<file path="src/ita_pkg.sv">
`default_nettype none

package ita_pkg;

  // Default width of the integer being converted.
  localparam int unsigned DefaultValueWidth = 32;

  // Width of one digit (radix up to 36).
  localparam int unsigned DigitW = 6;

  // Radix limits and the one radix that shows a sign.
  localparam logic [DigitW-1:0] RadixMin = 6'd2;
  localparam logic [DigitW-1:0] RadixMax = 6'd36;
  localparam logic [DigitW-1:0] RadixDec = 6'd10;

  // Character codes.
  localparam logic [7:0] CharZero  = 8'h30;
  localparam logic [7:0] CharA     = 8'h61;
  localparam logic [7:0] CharMinus = 8'h2D;

  // Status of the shared divider as seen by the sequencer.
  typedef struct packed {
    logic              busy;
    logic              done;
    logic [DigitW-1:0] rem;
  } div_status_t;

  // Map a digit value to its lower-case character.
  function automatic logic [7:0] digit_to_char(input logic [DigitW-1:0] d);
    logic [7:0] d8;
    d8 = {2'b00, d};
    if (d > 6'd9) begin
      digit_to_char = CharA + (d8 - 8'd10);
    end else begin
      digit_to_char = CharZero + d8;
    end
  endfunction

endpackage

`default_nettype wire

</file>
<file path="src/ita_div.sv">
`default_nettype none

// Restoring divider: one quotient bit per cycle, small divisor.
module ita_div
  import ita_pkg::*;
#(
  parameter int unsigned VALUE_WIDTH = DefaultValueWidth
) (
  input  wire logic                   clk_i,
  input  wire logic                   rst_ni,
  input  wire logic                   start_i,
  input  wire logic [VALUE_WIDTH-1:0] dividend_i,
  input  wire logic [DigitW-1:0]      divisor_i,
  output      logic [VALUE_WIDTH-1:0] quotient_o,
  output      div_status_t            status_o
);

  localparam int unsigned CntW = $clog2(VALUE_WIDTH);

  logic                   busy_q, busy_d;
  logic                   done_q, done_d;
  logic [CntW-1:0]        cnt_q, cnt_d;
  logic [DigitW-1:0]      rem_q, rem_d;
  logic [DigitW-1:0]      dvs_q, dvs_d;
  logic [VALUE_WIDTH-1:0] quo_q, quo_d;
  logic [DigitW:0]        trial;
  logic                   take;

  // One shift-and-subtract step.
  assign trial = {rem_q, quo_q[VALUE_WIDTH-1]};
  assign take  = (trial >= {1'b0, dvs_q});

  always_comb begin
    busy_d = busy_q;
    done_d = 1'b0;
    cnt_d  = cnt_q;
    rem_d  = rem_q;
    dvs_d  = dvs_q;
    quo_d  = quo_q;
    if (start_i) begin
      busy_d = 1'b1;
      cnt_d  = CntW'(VALUE_WIDTH - 1);
      rem_d  = '0;
      dvs_d  = divisor_i;
      quo_d  = dividend_i;
    end else if (busy_q) begin
      if (take) begin
        rem_d = DigitW'(trial - {1'b0, dvs_q});
      end else begin
        rem_d = trial[DigitW-1:0];
      end
      quo_d = {quo_q[VALUE_WIDTH-2:0], take};
      cnt_d = cnt_q - 1'b1;
      if (cnt_q == '0) begin
        busy_d = 1'b0;
        done_d = 1'b1;
      end
    end
  end

  // Control state is reset; the datapath words are not.
  always_ff @(posedge clk_i or negedge rst_ni) begin
    if (!rst_ni) begin
      busy_q <= 1'b0;
      done_q <= 1'b0;
      cnt_q  <= '0;
    end else begin
      busy_q <= busy_d;
      done_q <= done_d;
      cnt_q  <= cnt_d;
    end
  end

  always_ff @(posedge clk_i) begin
    rem_q <= rem_d;
    dvs_q <= dvs_d;
    quo_q <= quo_d;
  end

  assign quotient_o    = quo_q;
  assign status_o.busy = busy_q;
  assign status_o.done = done_q;
  assign status_o.rem  = rem_q;

endmodule

`default_nettype wire

</file>
<file path="src/integer_to_ascii_radix.sv">
// Integer to ASCII text converter, radix 2 to 36.
// Input stream: one word per number, tdata holds value in the low VALUE_WIDTH
// bits and the radix in the next six bits. A radix outside 2..36 is clamped.
// Output stream: one word per character, tdata[7:0] is the character
// ('0'-'9', 'a'-'z' or '-'), tlast marks the final character of the number.
// A minus sign is shown only for negative values in radix ten; in other radices
// the value is read as unsigned. Zero gives the single character '0'.
// Digits come from a shared restoring divider that runs once per digit; the
// digit store is then drained, a minus sign first if there is one, each digit
// passing a read state and then an emit state, and the drain waits while the
// receiver stalls.
// The input is ready only while the converter is idle; one number is in
// flight at a time. When the receiver stalls, the output register holds its
// word and the sequencer waits. Reset clears the sequencer and the output
// valid; the digit store is not cleared, every entry is written before read.
`default_nettype none

module integer_to_ascii_radix
  import ita_pkg::*;
#(
  parameter int unsigned VALUE_WIDTH = DefaultValueWidth
) (
  input  wire logic                                    clk_i,
  input  wire logic                                    rst_ni,
  input  wire logic                                    s_axis_tvalid_i,
  output      logic                                    s_axis_tready_o,
  // Fields from bit 0 up: value, radix, zero fill.
  input  wire logic [((VALUE_WIDTH+DigitW+7)/8)*8-1:0] s_axis_tdata_i,
  output      logic                                    m_axis_tvalid_o,
  input  wire logic                                    m_axis_tready_i,
  // Fields from bit 0 up: ascii_char.
  output      logic [7:0]                              m_axis_tdata_o,
  output      logic                                    m_axis_tlast_o
);

  localparam int unsigned IdxW = $clog2(VALUE_WIDTH);

  typedef enum logic [4:0] {
    S_IDLE = 5'b00001,
    S_DIV  = 5'b00010,
    S_SIGN = 5'b00100,
    S_READ = 5'b01000,
    S_EMIT = 5'b10000
  } state_e;

  state_e                 state_q, state_d;
  logic [VALUE_WIDTH-1:0] quot_q, quot_d;
  logic [DigitW-1:0]      radix_q, radix_d;
  logic                   neg_q, neg_d;
  logic                   start_q, start_d;
  logic [IdxW-1:0]        wr_idx_q, wr_idx_d;
  logic [IdxW-1:0]        rd_idx_q, rd_idx_d;
  logic                   out_valid_q, out_valid_d;
  logic [7:0]             out_char_q, out_char_d;
  logic                   out_last_q, out_last_d;
  logic [DigitW-1:0]      rd_data_q;
  logic [DigitW-1:0]      digit_mem [VALUE_WIDTH];

  logic [VALUE_WIDTH-1:0] in_value;
  logic [DigitW-1:0]      in_radix;
  logic [DigitW-1:0]      radix_clamped;
  logic                   in_neg;
  logic                   out_free;
  logic                   accept;
  logic [VALUE_WIDTH-1:0] div_quot;
  div_status_t            div_stat;

  // Unpack the input word and clamp the radix.
  assign in_value = s_axis_tdata_i[VALUE_WIDTH-1:0];
  assign in_radix = s_axis_tdata_i[VALUE_WIDTH+DigitW-1:VALUE_WIDTH];

  always_comb begin
    priority if (in_radix < RadixMin) begin
      radix_clamped = RadixMin;
    end else if (in_radix > RadixMax) begin
      radix_clamped = RadixMax;
    end else begin
      radix_clamped = in_radix;
    end
  end

  assign in_neg   = in_value[VALUE_WIDTH-1] && (radix_clamped == RadixDec);
  assign accept   = s_axis_tvalid_i && s_axis_tready_o;
  assign out_free = !out_valid_q || m_axis_tready_i;

  assign s_axis_tready_o = (state_q == S_IDLE);

  // Shared divider producing one digit per run.
  ita_div #(
    .VALUE_WIDTH(VALUE_WIDTH)
  ) u_div (
    .clk_i      (clk_i),
    .rst_ni     (rst_ni),
    .start_i    (start_q),
    .dividend_i (quot_q),
    .divisor_i  (radix_q),
    .quotient_o (div_quot),
    .status_o   (div_stat)
  );

  // Sequencer: divide until the quotient is zero, then drain the digits.
  always_comb begin
    state_d     = state_q;
    quot_d      = quot_q;
    radix_d     = radix_q;
    neg_d       = neg_q;
    start_d     = 1'b0;
    wr_idx_d    = wr_idx_q;
    rd_idx_d    = rd_idx_q;
    out_char_d  = out_char_q;
    out_last_d  = out_last_q;
    out_valid_d = out_valid_q && !m_axis_tready_i;
    unique case (state_q)
      S_IDLE: begin
        if (accept) begin
          quot_d   = in_neg ? (~in_value + 1'b1) : in_value;
          radix_d  = radix_clamped;
          neg_d    = in_neg;
          start_d  = 1'b1;
          wr_idx_d = '0;
          state_d  = S_DIV;
        end
      end
      S_DIV: begin
        if (div_stat.done) begin
          quot_d   = div_quot;
          wr_idx_d = wr_idx_q + 1'b1;
          if (div_quot == '0) begin
            rd_idx_d = wr_idx_q;
            state_d  = neg_q ? S_SIGN : S_READ;
          end else begin
            start_d = 1'b1;
          end
        end
      end
      S_SIGN: begin
        if (out_free) begin
          out_valid_d = 1'b1;
          out_char_d  = CharMinus;
          out_last_d  = 1'b0;
          state_d     = S_READ;
        end
      end
      S_READ: begin
        state_d = S_EMIT;
      end
      S_EMIT: begin
        if (out_free) begin
          out_valid_d = 1'b1;
          out_char_d  = digit_to_char(rd_data_q);
          out_last_d  = (rd_idx_q == '0);
          if (rd_idx_q == '0) begin
            state_d = S_IDLE;
          end else begin
            rd_idx_d = rd_idx_q - 1'b1;
            state_d  = S_READ;
          end
        end
      end
      default: begin
        state_d = S_IDLE;
      end
    endcase
  end

  always_ff @(posedge clk_i or negedge rst_ni) begin
    if (!rst_ni) begin
      state_q     <= S_IDLE;
      neg_q       <= 1'b0;
      start_q     <= 1'b0;
      wr_idx_q    <= '0;
      rd_idx_q    <= '0;
      out_valid_q <= 1'b0;
      quot_q      <= '0;
    end else begin
      state_q     <= state_d;
      neg_q       <= neg_d;
      start_q     <= start_d;
      wr_idx_q    <= wr_idx_d;
      rd_idx_q    <= rd_idx_d;
      out_valid_q <= out_valid_d;
      quot_q      <= quot_d;
    end
  end

  always_ff @(posedge clk_i) begin
    radix_q    <= radix_d;
    out_char_q <= out_char_d;
    out_last_q <= out_last_d;
  end

  // Digit store, least significant digit first, registered read.
  always_ff @(posedge clk_i) begin
    if (state_q == S_DIV && div_stat.done) begin
      digit_mem[wr_idx_q] <= div_stat.rem;
    end
    rd_data_q <= digit_mem[rd_idx_q];
  end

  assign m_axis_tvalid_o = out_valid_q;
  assign m_axis_tdata_o  = out_char_q;
  assign m_axis_tlast_o  = out_last_q;

`ifndef NO_ASSERTIONS
  // The divider only finishes while the sequencer waits for it.
  assert property (@(posedge clk_i) disable iff (!rst_ni)
    div_stat.done |-> (state_q == S_DIV))
    else $error("divider finished outside the divide phase");

  // The divider only runs while the sequencer is in the divide phase.
  assert property (@(posedge clk_i) disable iff (!rst_ni)
    div_stat.busy |-> (state_q == S_DIV))
    else $error("divider busy outside the divide phase");

  // A minus sign is only emitted for a negative decimal number.
  assert property (@(posedge clk_i) disable iff (!rst_ni)
    (state_q == S_SIGN) |-> (neg_q && radix_q == RadixDec))
    else $error("sign phase entered for a non-negative or non-decimal number");

  // The final character returns the sequencer to idle.
  assert property (@(posedge clk_i) disable iff (!rst_ni)
    (state_q == S_EMIT && out_free && rd_idx_q == '0) |=>
      (state_q == S_IDLE && out_valid_q && out_last_q))
    else $error("last character did not end the number");
`endif

endmodule

`default_nettype wire
</file>
<file path="config.mk">
export PLATFORM = sky130hd
export DESIGN_NAME = integer_to_ascii_radix
export DESIGN_NICKNAME = d
export VERILOG_FILES = /design/src/ita_pkg.sv /design/src/ita_div.sv /design/src/integer_to_ascii_radix.sv
export SDC_FILE = /design/constraint.sdc
export NUM_CORES = 1
export LEC_CHECK = 0
export ABC_AREA = 1
export BUFFER_PORTS_ARGS = -buffer_cell sky130_fd_sc_hd__buf_2
export CORE_AREA = 10 10 206 208
export DETAILED_ROUTE_END_ITERATION = 8
export DIE_AREA = 0 0 216 218
export PLACE_DENSITY_LB_ADDON = 0.2
export SETUP_SLACK_MARGIN = 0.3
export SYNTH_ARGS = -nofsm -noshare
export SYNTH_HDL_FRONTEND = slang
export SYNTH_SLANG_ARGS = --single-unit
</file>
<file path="constraint.sdc">
create_clock -name clk_i -period 2.9 [get_ports clk_i]
set_clock_uncertainty 0.15 [all_clocks]
set_input_delay 0.435 -clock clk_i [delete_from_list [all_inputs] [get_ports clk_i]]
set_output_delay 0.435 -clock clk_i [all_outputs]
set_load 0.005 [all_outputs]
</file>
==> summary.txt <==
Clock network
  – Reg clk slew, reported paths: 0.06 ns
  – Sink Count: 314
  – PostCTS Resize Cnt: 0
  – CTS Buf Count: 36
  – CTS H-tree lvls: 2
  – Post-CTS Setup Bufs: 0
  – Root Buffer: clkbuf_16
  – Clk_lat worst skew: between 0.5 and 0.6 ns
  – TritonCTS clock tree: yes
  – Deepest clock path buffer count: 3

Floorplanning
  – I/O pin count: 55
  – Row count: 72
  – Die area: 47100 um2
  – Die span in x: ~220 um
  – CORE AREA: 38300 um2
  – Die Y: between 200 and 250 um
  – Initial Util: approximately two fifths

Global routing
  – Global-route wire length before repair: 60100 um
  – GRT Total Usage: 15.8%
  – Grt ovf: 0
  – Vias in the first global route: 10700
  – Antenna violations before repair: 0
  – Largest net degree at the start of global routing: 99

Worst setup path
  – CP max stage delay: 0.59 ns
  – Data required time of the worst path: 2.91 ns
  – CP max-delay cell: nor2_1
  – CP Cell Sequence: nor2_4 -> nand3_4 -> inv_4 -> nand2_2 -> inv_1 -> nand2_1 -> nor2_1
  – CP endpoint kind: flip-flop
  – CP arrival: 2.45 ns
  – Startpoint Class: flip-flop
  – Crit-path max FO: 8
  – WS Path Type: flip-flop to flip-flop

Cells and area
  – Final nets: 1688
  – Area growth, synth to finish: 13.1%
  – FF+latch area: 9030 um2
  – Fraction of layout cells with a size suffix above 1: 11.7%
  – Most frequent cells in the layout: 314 x nand2_1, 245 x edfxtp_1, 233 x nor2_1
  – Commonest non-fill, non-tap cell in the layout: nand2_1
  – Multi-input logic area: approximately 5100 um2
  – Antenna Diode Count: 0
  – Fillers: 3691
  – Final Core Density: 44.6%
  – Non-Filler Instances: 2165

Yosys
  – Post-Syn Area: 15100 um2
  – FF+latch count, synth: 314
  – Sequential fraction of the synthesis area: 59.8%
  – Avg Synthesized Cell Area: just under 10 um2
  – Yosys cell types: 50
  – Number of synthesized flops with an enable pin: between 200 and 250
  – Syn nets: 1622
  – Predominant post-synthesis flop cell: edfxtp_1
  – Synth async-reset ratio: 18.2%
  – Synth warn: 0
  – Post-Synthesis Cells: ~1600

STA
  – Rel. slew slack: between 50% and 60%
  – Final Hold Viols: 0
  – Slew Limit Fails: 0
  – RSZ-0062 raised after global routing: false
  – Total negative slack: 0 ns
  – Setup-failing EPs final: 0
  – Achievable Freq: 0.411 GHz
  – Fin crit share: 84.0%
  – Final Critical Period: between 2 and 2.5 ns
  – Worst Tran Pin Value: 0.710 ns

Placement
  – Post-detail-place hpwl: approximately 25000 um
  – Inst Count DP: 2102
  – RePlAce Congestion: 0.867
  – Number of port buffers: 52

Detailed routing
  – Vias after detailed routing: 11100
  – Post-route DRC: 0
  – TritonRoute pass-1 iters: 6
  – WL final: 37800 um
  – Routed WL per cell: 17.4 um
  – Initial DRC Count: 865
  – Final ANT Viol Nets: 0
  – Via density per instance: 5.10

Flow run
  – Max Cap Viol: 0

Power and ir drop
  – Power density cells: 873 nW/um2
  – VDD IR max: 0.423 mV
  – Tot Pwr: around 0.015 W
  – Leakage Power: ~6.7 nW

Worst hold path
  – Worst Hold Class: input port to flip-flop

Status
  – Status: finished, final reports clean
==> layout make-up <==
| type | instances | area share, % |
|---|---|---|
| sequential | 314 | 52.9 |
| timing repair buffer | 100 | 4.02 |
| clock buffer | 48 | 5.91 |
| tap | 518 | 3.80 |
| multi-input combinational | 1048 | 30.2 |
| clock inverter | 14 | 0.484 |
| inverter | 123 | 2.73 |
==> metrics by stage <==
| stage | worst slack [ns] | hold slack (ns) | area (um2) |
|---|---|---|---|
| 3_3_place_gp | 0.513 | 0.256 | 16000 |
| 3_5_place_dp | 0.491 | 0.256 | 16000 |
| 6_report | 0.465 | 0.0390 | 17100 |
| 5_1_grt | 0.351 | 0.0371 | 17100 |
| 4_1_cts | 0.454 | 0.0183 | 17100 |
| 2_1_floorplan | 0.654 | -0.0106 | 15100 |
==> state kept, by name, indices dropped and copies added, names as in the netlist, 5 cells and up <==
register and flops:
digit_mem 192, u_div.dvs_q 6, u_div.cnt_q 5, u_div.rem_q 6, m_axis_tdata_o 8, radix_q 6, rd_data_q 6, wr_idx_q 5
rd_idx_q 5, quot_q 32, u_div.quotient_o 32, state_q 5
==> final timing paths <==
| kind | end | depth (start not counted) | slack (ns) | from |
|---|---|---|---|---|
| max | digit_mem[27][1]$_DFFE_PP_ | 7 | 0.46 | state_q[3]$_DFFE_PN0P_ |
| min | radix_q[5]$_DFFE_PP_ | 1 | 0.04 | s_axis_tdata_i[37] |
| max reg2reg | digit_mem[27][1]$_DFFE_PP_ | 7 | 0.46 | state_q[3]$_DFFE_PN0P_ |
| min reg2reg | u_div.dvs_q[5]$_DFFE_PP_ | 0 | 0.27 | radix_q[5]$_DFFE_PP_ |
| max in group asynchronous | wr_idx_q[0]$_DFFE_PN0P_ | 4 | 1.55 | rst_ni |
| min in group asynchronous | quot_q[22]$_DFFE_PN0P_ | 2 | 0.32 | rst_ni |
==> cells in the mapped netlist (3+ instances only) <==
library cell | instances | area (um2)
clkbuf_8 | 5 | 68.8
a21oi_2 | 14 | 123
nand2_2 | 3 | 18.8
nor2_1 | 233 | 875
buf_4 | 4 | 30.0
nand2_1 | 314 | 1180
buf_2 | 11 | 55.1
xor2_1 | 18 | 158
nor2_2 | 6 | 37.5
buf_1 | 4 | 15.0
buf_6 | 11 | 124
o21bai_1 | 3 | 22.5
dfrtp_1 | 56 | 1400
a21oi_1 | 36 | 180
o22ai_1 | 21 | 131
o221ai_1 | 28 | 245
nand4_1 | 22 | 138
nand3_1 | 110 | 551
inv_1 | 117 | 439
o21ai_0 | 155 | 776
o211ai_1 | 7 | 52.6
edfxtp_1 | 245 | 7360
xnor2_1 | 7 | 61.3
o21ai_1 | 24 | 120
or2_2 | 3 | 18.8
inv_2 | 4 | 15.0
dfxtp_1 | 12 | 240
ha_1 | 20 | 250
nor3_1 | 6 | 30.0
clkbuf_1 | 35 | 131
==> power by group <==
group	internal (W)	total, W	switching, W	leakage (nW)
combinational	0.00133	0.00434	0.00302	3.08
sequential	0.00602	0.00632	0.000306	3.10
clock	0.00245	0.00424	0.00179	0.539
==> critical path, delay by kind of cell, from the launching register on <==
kind                   cells  cell delay (ns)
buffers and inverters      2             0.22
flip-flops                 1             0.40
AND/OR/NAND/NOR            5             1.29
==> kinds of logic after synthesis <==
group	share of synthesized area, %
and+or+nand+nor	19.4
adders and majority gates	1.79
xor gates and xnor gates	1.45
DFF	59.8
buffers and inverters	6.05
AOI/OAI and AO/OA	11.5
==> per-layer routing <==
metal | share of wire, % | global-route usage (%)
met4 | 2.8 | 5.27
met5 | 0 | 0
met1 | 45 | 21.4
met2 | 47 | 25.7
met3 | 4.7 | 2.21
==> repair_timing <==
action / in CTS / in global routing
hold buffers: 1 / 0
endpoints found under the hold margin: 21 / 0
setup endpoints to repair: 0 / 0
No activity file was read; power rests on OpenSTA's default activity.
